$ cat src/sv/ping_pkg.sv
// ----------------------------------------------------------------------------
// ping_pkg
// Shared types and constants for the pairwise identity neighbor graph core.
// ----------------------------------------------------------------------------
package ping_pkg;

  localparam int DEF_MAX_SEQS = 64;
  localparam int DEF_MAX_LEN  = 1024;

  localparam int RES_W  = 8;
  localparam int CNT_W  = 11;
  localparam int SEQ_W  = 6;
  localparam int MASK_W = 64;
  localparam int POS_W  = 16;   // covers positions below the largest MAX_LEN
  localparam int LEN_W  = 17;   // covers lengths up to the largest MAX_LEN

  localparam logic [CNT_W-1:0] CNT_MAX = {CNT_W{1'b1}};

  // APB register map
  localparam int   ADDR_W       = 3;
  localparam int   DATA_W       = 32;
  localparam logic REG_MAX_MISM = 1'b0;

  // One item as it travels down the cell chain
  typedef struct packed {
    logic              vld;
    logic [RES_W-1:0]  res;
    logic [POS_W-1:0]  pos;
    logic              store;   // residue lands in the store of cell seq
    logic [SEQ_W-1:0]  seq;
    logic              full;    // sequence beyond capacity
    logic              first;
    logic              last;
    logic [LEN_W-1:0]  len;     // position count after this residue
    logic [MASK_W-1:0] mask;
  } tok_t;

endpackage

$ cat src/sv/ping_feed.sv
// ----------------------------------------------------------------------------
// ping_feed
// Tracks sequence number and position, and turns each input item into a
// token for the head of the cell chain.
// ----------------------------------------------------------------------------
module ping_feed #(
  parameter int MAX_SEQS = ping_pkg::DEF_MAX_SEQS,
  parameter int MAX_LEN  = ping_pkg::DEF_MAX_LEN
) (
  input  logic                       clk,
  input  logic                       rst_n,
  input  logic                       take,
  input  logic [ping_pkg::RES_W-1:0] residue,
  input  logic                       first_of_alignment,
  input  logic                       last_of_sequence,
  output ping_pkg::tok_t             tok
);
  import ping_pkg::*;

  localparam int SCW = $clog2(MAX_SEQS + 1);
  localparam int LW  = $clog2(MAX_LEN + 1);

  logic [SCW-1:0] seq_r, seq_nxt, eff_seq;
  logic [LW-1:0]  pos_r, pos_nxt, eff_pos, pos_after;
  logic           full, store;

  always_comb begin
    eff_seq   = first_of_alignment ? '0 : seq_r;
    eff_pos   = first_of_alignment ? '0 : pos_r;
    full      = (eff_seq >= SCW'(MAX_SEQS));
    store     = !full && (eff_pos < LW'(MAX_LEN));
    pos_after = store ? eff_pos + LW'(1) : eff_pos;

    if (last_of_sequence) begin
      pos_nxt = '0;
      seq_nxt = full ? eff_seq : eff_seq + SCW'(1);
    end else begin
      pos_nxt = pos_after;
      seq_nxt = eff_seq;
    end

    tok       = '0;
    tok.vld   = take;
    tok.res   = residue;
    tok.pos   = POS_W'(eff_pos);
    tok.store = store;
    tok.seq   = SEQ_W'(eff_seq);
    tok.full  = full;
    tok.first = first_of_alignment;
    tok.last  = last_of_sequence;
    tok.len   = LEN_W'(pos_after);
  end

  always_ff @(posedge clk) begin
    if (!rst_n) begin
      seq_r <= '0;
      pos_r <= '0;
    end else if (take) begin
      seq_r <= seq_nxt;
      pos_r <= pos_nxt;
    end
  end

endmodule

$ cat config.mk
export PLATFORM = sky130hd
export DESIGN_NAME = ping_feed
export DESIGN_NICKNAME = d
export VERILOG_FILES = /design/src/sv/ping_pkg.sv /design/src/sv/ping_feed.sv
export SDC_FILE = /design/constraint.sdc
export NUM_CORES = 1
export LEC_CHECK = 0
export CORE_AREA = 2 2 82 84
export DETAILED_ROUTE_END_ITERATION = 10
export DIE_AREA = 0 0 84 86
export DONT_BUFFER_PORTS = 1
export PLACE_DENSITY = 0.4
export SLEW_MARGIN = 0
export SYNTH_ARGS = -nofsm -noshare
export SYNTH_HDL_FRONTEND = slang
export SYNTH_SLANG_ARGS = --single-unit
$ cat constraint.sdc
create_clock -name clk -period 2.1 [get_ports clk]
set_clock_uncertainty 0.15 [all_clocks]
set_input_delay 0.105 -clock clk [delete_from_list [all_inputs] [get_ports clk]]
set_output_delay 0.105 -clock clk [all_outputs]
set_load 0.03 [all_outputs]
==> flow_metrics.tcl, run 1 <==
set metrics [dict create \
    cp_slowest_cell "or4_4" \
    max_freq_mhz 467.0 \
    layout_commonest_cell "conb_1" \
    cp.arrival_ps 1890 \
    report.final.slew_viol_count 0 \
    worst-path-max-fanout 3 \
    fillers 681 \
    drt_pass1_iterations 4 \
    clk-insertion-delay-late_ps 260 \
    gp_congestion 0.6914 \
    clk_pin_slew_worst_paths_ps 80 \
    drt-initial-drc-count 36 \
    grt_max_degree 29 \
    fin_nets 279 \
    synth-seq-cells 18 \
    root_buffer "clkbuf_8" \
    synthArstFlopShare_pct 0 \
    drc 0 \
    cpPeakStageDelay_ps 590 \
    routed_via_density 4.041 \
    wirelength_mm 4.049 \
    vias 1370 \
    mostFrequentLayoutCells "conb_1, buf_4, nand2_1, dfxtp_1, nor2_1" \
    fin_crit_sh_pct 102.0 \
    cp.required_ps 1850 \
    rsz0062_at_grt "yes" \
    path_cells "and2b_2 -> ha_4 -> nand4bb_1 -> or4_4 -> xnor2_4" \
    synth-edff-count 0 \
    violations "setup timing" \
    instances_no_fill 339 \
    layout_min_cycle_time_ps 2141 \
    die_h_um 86 \
    power_mw 0.8955 \
    p_leak_nw 1.022 \
    slew_headroom_pct 58.27 \
    portBuffers 0 \
    grt-ovfl-total 0 \
    setup_ws_ps -41.47 \
    p_seq_share_pct 38.7 \
    die_w_um 84 \
    die-area_mm2 0.007224 \
    antenna_found_initial 0 \
    power_density_mw_per_mm2 437.5 \
    grt_pass1_wl_mm 5.878 \
    p_int_mw 0.5420 \
    ys_seq_area_share_pct 18.65 \
    synthDistinctLibCells 44 \
    synthCells 240 \
    startpoint_type "flip-flop" \
    swShare_pct 39.48 \
    max-cap-violations 0 \
    crit_buf_inv 0 \
    power_frac_clock_pct 34.1 \
    synth_warnings 0 \
    core-area_mm2 0.006277 \
    routedWlPerCell_um 11.94 \
    post-place-cells 322 \
    crit_family "simple AND/OR/NAND/NOR gates" \
    dp_hpwl_mm 3.022 \
    ant_nets 0 \
    crit_path_end_kind "output pin" \
    grt_pass1_vias 1139 \
    synth_ff_type "dfxtp_1" \
    numClockSinks 18 \
    layout-drive-gt1-share_pct 21.76 \
    outcome "finished, violations left" \
    hp-class "input pin to flip-flop" \
    area_delta_synth_final_pct 5.958 \
    setup_violations 2 \
    worstMarginPinSlew_ps 624.6 \
    cts_tree "yes" \
    hold_violations 0 \
    htree_levels 1 \
    initial_core_util_pct 30.78 \
    io_pins 129 \
    worstSetupPathType "flip-flop to output pin" \
    syn-mean-instance-area_um2 8.049 \
    switchingPower_mw 0.3535 \
    cts_buffers 3 \
    power_frac_comb_pct 27.3 \
    row_count 29 \
    synth_area_mm2 0.001932 \
    ir_drop_v 0.0002118 \
    diodes 0 \
    grt_usage_pct 10.25 \
    clock_path_buffers 2 \
]
cells in the mapped netlist, types with 2 or more instances:
cell / instances / share of area, %
buf_4: 88 / 34
dfxtp_1: 18 / 19
nand2_1: 16 / 3.1
nor2_1: 14 / 2.7
nor2b_1: 13 / 4.2
inv_1: 8 / 1.6
xnor2_1: 6 / 2.7
a21oi_1: 5 / 1.3
a22o_1: 5 / 2.3
xor2_1: 5 / 2.3
and3_1: 4 / 1.3
clkbuf_1: 4 / 0.78
nand3b_1: 4 / 1.6
o21ai_0: 4 / 1.0
buf_6: 3 / 1.7
ha_1: 3 / 1.9
nand2b_1: 3 / 0.97
nand3_1: 3 / 0.78
nand4_1: 3 / 0.97
nor3_1: 3 / 0.78
a31oi_1: 2 / 0.65
and2b_1: 2 / 0.78
mux2i_1: 2 / 1.0
o21bai_1: 2 / 0.78
through the flow:
stage / utilization [%] / area (um2) / TNS, ps / setup WS, ps / hold WS (ps)
global route: 32.61 / 2047 / -218.0 / -94.81 / 13.37
CTS: 32.35 / 2031 / -109.5 / -65.87 / 3.295
finish: 32.61 / 2047 / -58.61 / -41.47 / 4.210
detailed placement: 29.68 / 1863 / 0 / 133.6 / 60.20
global placement: 29.68 / 1863 / 0 / 155.5 / 60.20
floorplan: - / 2281 / 0 / 16.87 / 93.72
power groups by stage:
stage | clock [mW] | sequential, mW | combinational, mW
after floorplan | 0 | 0.355 | 0.371
after global placement | 0 | 0.354 | 0.229
after detailed placement | 0 | 0.354 | 0.228
after CTS | 0.314 | 0.346 | 0.242
after global routing | 0.324 | 0.347 | 0.256
final | 0.305 | 0.346 | 0.244
what timing repair did:
action | in CTS | in global routing
resized for setup | 3 | 1
hold buffers | 7 | 0
endpoints found under the hold margin | 10 | 0
setup endpoints to repair | 2 | 4
buffers inserted | 5 | 1
pin swaps | 3 | 3
metal layers:
metal / global-route usage (%) / vias up / routed length [um]
li1: - / 672 / -
met1: 11.41 / 631 / 1626
met2: 18.55 / 62 / 2055
met3: 3.080 / 5 / 315
met4: 3.666 / 0 / 51
met5: 0 / - / 0
sequential cells by signal, summed over array words and instances, names as in the netlist:
register / count
pos_r: 11
seq_r: 7
final cells by class:
| type | count | area [um2] | share of cell area (%) |
|---|---|---|---|
| tap | 77 | 96.34 | 4.707 |
| sequential | 18 | 362.8 | 17.73 |
| timing repair buffer | 39 | 310.3 | 15.16 |
| multi-input combinational | 193 | 1190 | 58.13 |
| inverter | 8 | 32.53 | 1.589 |
| clock buffer | 4 | 55.05 | 2.689 |
kinds of logic after synthesis:
kind of cell,after synthesis,share of synthesized area [%]
muxes,3,1.619
buffers and inverters,103,38.28
adders and majority gates,3,1.943
other,1,0.1941
DFF,18,18.65
AOI/OAI and AO/OA,26,9.779
xor gates and xnor gates,11,4.987
and+or+nand+nor,75,24.55
worst min-delay path, stage by stage:
cell,delay [ps]
inv_1,50
buf_4,170
a21oi_1,50
worst paths after layout:
kind                            startpoint  depth (start not counted)  endpoint  slack [ps]
worst max register to register    pos_r[1]                          6  pos_r[8]         260
worst max-delay path              pos_r[1]                          5   tok[72]         -40
worst min register to register    pos_r[9]                          2  pos_r[9]         320
worst min-delay path                 rst_n                          3  pos_r[0]           4
(Power assumes the default switching activity.)
==> run 2: changes to the inputs <==
--- a/config.mk
+++ b/config.mk
@@ -9,7 +9,8 @@
 export DETAILED_ROUTE_END_ITERATION = 10
 export DIE_AREA = 0 0 84 86
 export DONT_BUFFER_PORTS = 1
-export PLACE_DENSITY = 0.4
+export PLACE_DENSITY = 0.55
+export RECOVER_POWER = 50
 export SLEW_MARGIN = 0
 export SYNTH_ARGS = -nofsm -noshare
 export SYNTH_HDL_FRONTEND = slang
==> constraint.sdc (replaced) <==
create_clock -name clk -period 2.6 [get_ports clk]
set_clock_uncertainty 0.15 [all_clocks]
set_input_delay 0.13 -clock clk [delete_from_list [all_inputs] [get_ports clk]]
set_output_delay 0.13 -clock clk [all_outputs]
set_load 0.03 [all_outputs]
==> run 2 against run 1 <==
  * The run now ends clean
  * Sequential power shrank 19%
  * Combinational power decreased by 24%
  * Routed wire length down 5.0%
  * Cell count fell by 4.1%
  * Clock power is 23% lower
  * Critical path type unchanged
  * Largest power group unchanged
==> flow_metrics.tcl, run 2 (synthesis results as in run 1) <==
set metrics [dict create \
    outcome "finished clean" \
    clk-insertion-delay-late_ps 260 \
    grt_pass1_wl_mm 5.733 \
    ir_drop_v 0.0001726 \
    worstMarginPinSlew_ps 635.8 \
    crit_path_end_kind "output pin" \
    vias 1350 \
    initial_core_util_pct 30.78 \
    grt_usage_pct 9.901 \
    drt-initial-drc-count 32 \
    multi_input_area_mm2 0.001102 \
    report.final.slew_viol_count 0 \
    r2r_setup_slack_ps 530 \
    finalSetupTns_ps 0 \
    drt_pass1_iterations 4 \
    min_to "pos_r[9]" \
    rsz0062_at_grt "no" \
    hold_depth 3 \
    startpoint_type "flip-flop" \
    root_buffer "clkbuf_8" \
    ant_nets 0 \
    hold_violations 0 \
    die-area_mm2 0.007224 \
    layout_commonest_cell "conb_1" \
    clk_pin_slew_worst_paths_ps 80 \
    die_w_um 84 \
    fillers 703 \
    instances_no_fill 325 \
    fin_nets 265 \
    worst-path-max-fanout 4 \
    layout-drive-gt1-share_pct 8.871 \
    routedWlPerCell_um 11.83 \
    grt_max_degree 29 \
    row_count 29 \
    hp-class "input pin to flip-flop" \
    routed_via_density 4.154 \
    htree_levels 1 \
    power_mw 0.7012 \
    io_pins 129 \
    drc 0 \
    worstSetupPathType "flip-flop to output pin" \
    wirelength_mm 3.846 \
    grt-ovfl-total 0 \
    antenna_found_initial 0 \
    max-cap-violations 0 \
    clock_path_buffers 2 \
    startpoint "pos_r[0]" \
    ff2ff_path_depth 5 \
    slew_headroom_pct 57.47 \
    portBuffers 0 \
    post-place-cells 317 \
    r2r_start "seq_r[6]" \
    setup_violations 0 \
    cp.arrival_ps 2130 \
    die_h_um 86 \
    regMostFlops "pos_r" \
    dp_hpwl_mm 2.964 \
    diodes 0 \
    seq_area_um2 360.3 \
    max_freq_mhz 414.6 \
    cts_tree "yes" \
    area_delta_synth_final_pct -6.995 \
    power_density_mw_per_mm2 390.3 \
    grt_pass1_vias 1120 \
    r2r_end "pos_r[1]" \
    top_regs "pos_r x11, seq_r x7" \
    p_leak_nw 0.8603 \
    core-area_mm2 0.006277 \
    fin_crit_sh_pct 92.77 \
    cts_resized 0 \
    layout_min_cycle_time_ps 2412 \
    hp-start "take" \
    cp.required_ps 2320 \
    gp_congestion 0.7669 \
    largest_reg_flops 11 \
    mostFrequentLayoutCells "conb_1, dfxtp_1, nand2_1, nor2_1, nor2b_1" \
    numClockSinks 18 \
    cts_buffers 3 \
]
[run 2: metal layers]
metal,track usage [%],vias up,share of wire (%)
met5,0,-,0
li1,-,643,-
met1,11.98,645,44
met3,3.657,2,6.9
met2,16.73,60,49
met4,2.493,0,0.42
[run 2: per-stage QoR]
step | hold WS (ps) | area (um2) | utilization [%] | worst slack (ps)
2_1_floorplan | 118.7 | 2210 | - | 129.1
3_3_place_gp | 80.65 | 1754 | 27.94 | 465.7
3_5_place_dp | 90.18 | 1754 | 27.94 | 431.5
4_1_cts | 0.1028 | 1849 | 29.46 | 139.6
5_1_grt | 32.93 | 1797 | 28.62 | 18.57
6_report | 3.356 | 1797 | 28.62 | 188.0
[run 2: where the power goes]
part	switching, mW	internal [mW]
Clock	0.0999	0.135
Sequential	0.00261	0.278
Combinational	0.170	0.0167
Total	0.272	0.429
[run 2: layout make-up]
type / count / area share [%]
timing repair buffer: 25 / 8.496
clock buffer: 4 / 3.064
inverter: 8 / 1.671
multi-input combinational: 193 / 61.35
tap: 77 / 5.362
sequential: 18 / 20.06
[run 2: what timing repair did]
action / CTS / global route
setup buffers: 0 / 0
setup endpoints to repair: 0 / 0
endpoints found under the hold margin: 8 / 0
hold buffers: 4 / 0
[run 2: critical path: stages, from the launching register on]
cell and delay (ps):
dfxtp_1 420, nand2b_1 140, inv_1 100, ha_1 190, nand4bb_1 140, or4_4 530
o21bai_1 180, buf_4 180
[run 2: worst max path at each step]
stage	endpoint	cells after the start	slack, ps
2_1_floorplan	tok[72]	8	130
3_3_place_gp	tok[74]	7	470
3_5_place_dp	tok[74]	7	430
4_1_cts	tok[74]	7	140
5_1_grt	tok[74]	7	20
6_report	tok[74]	7	190
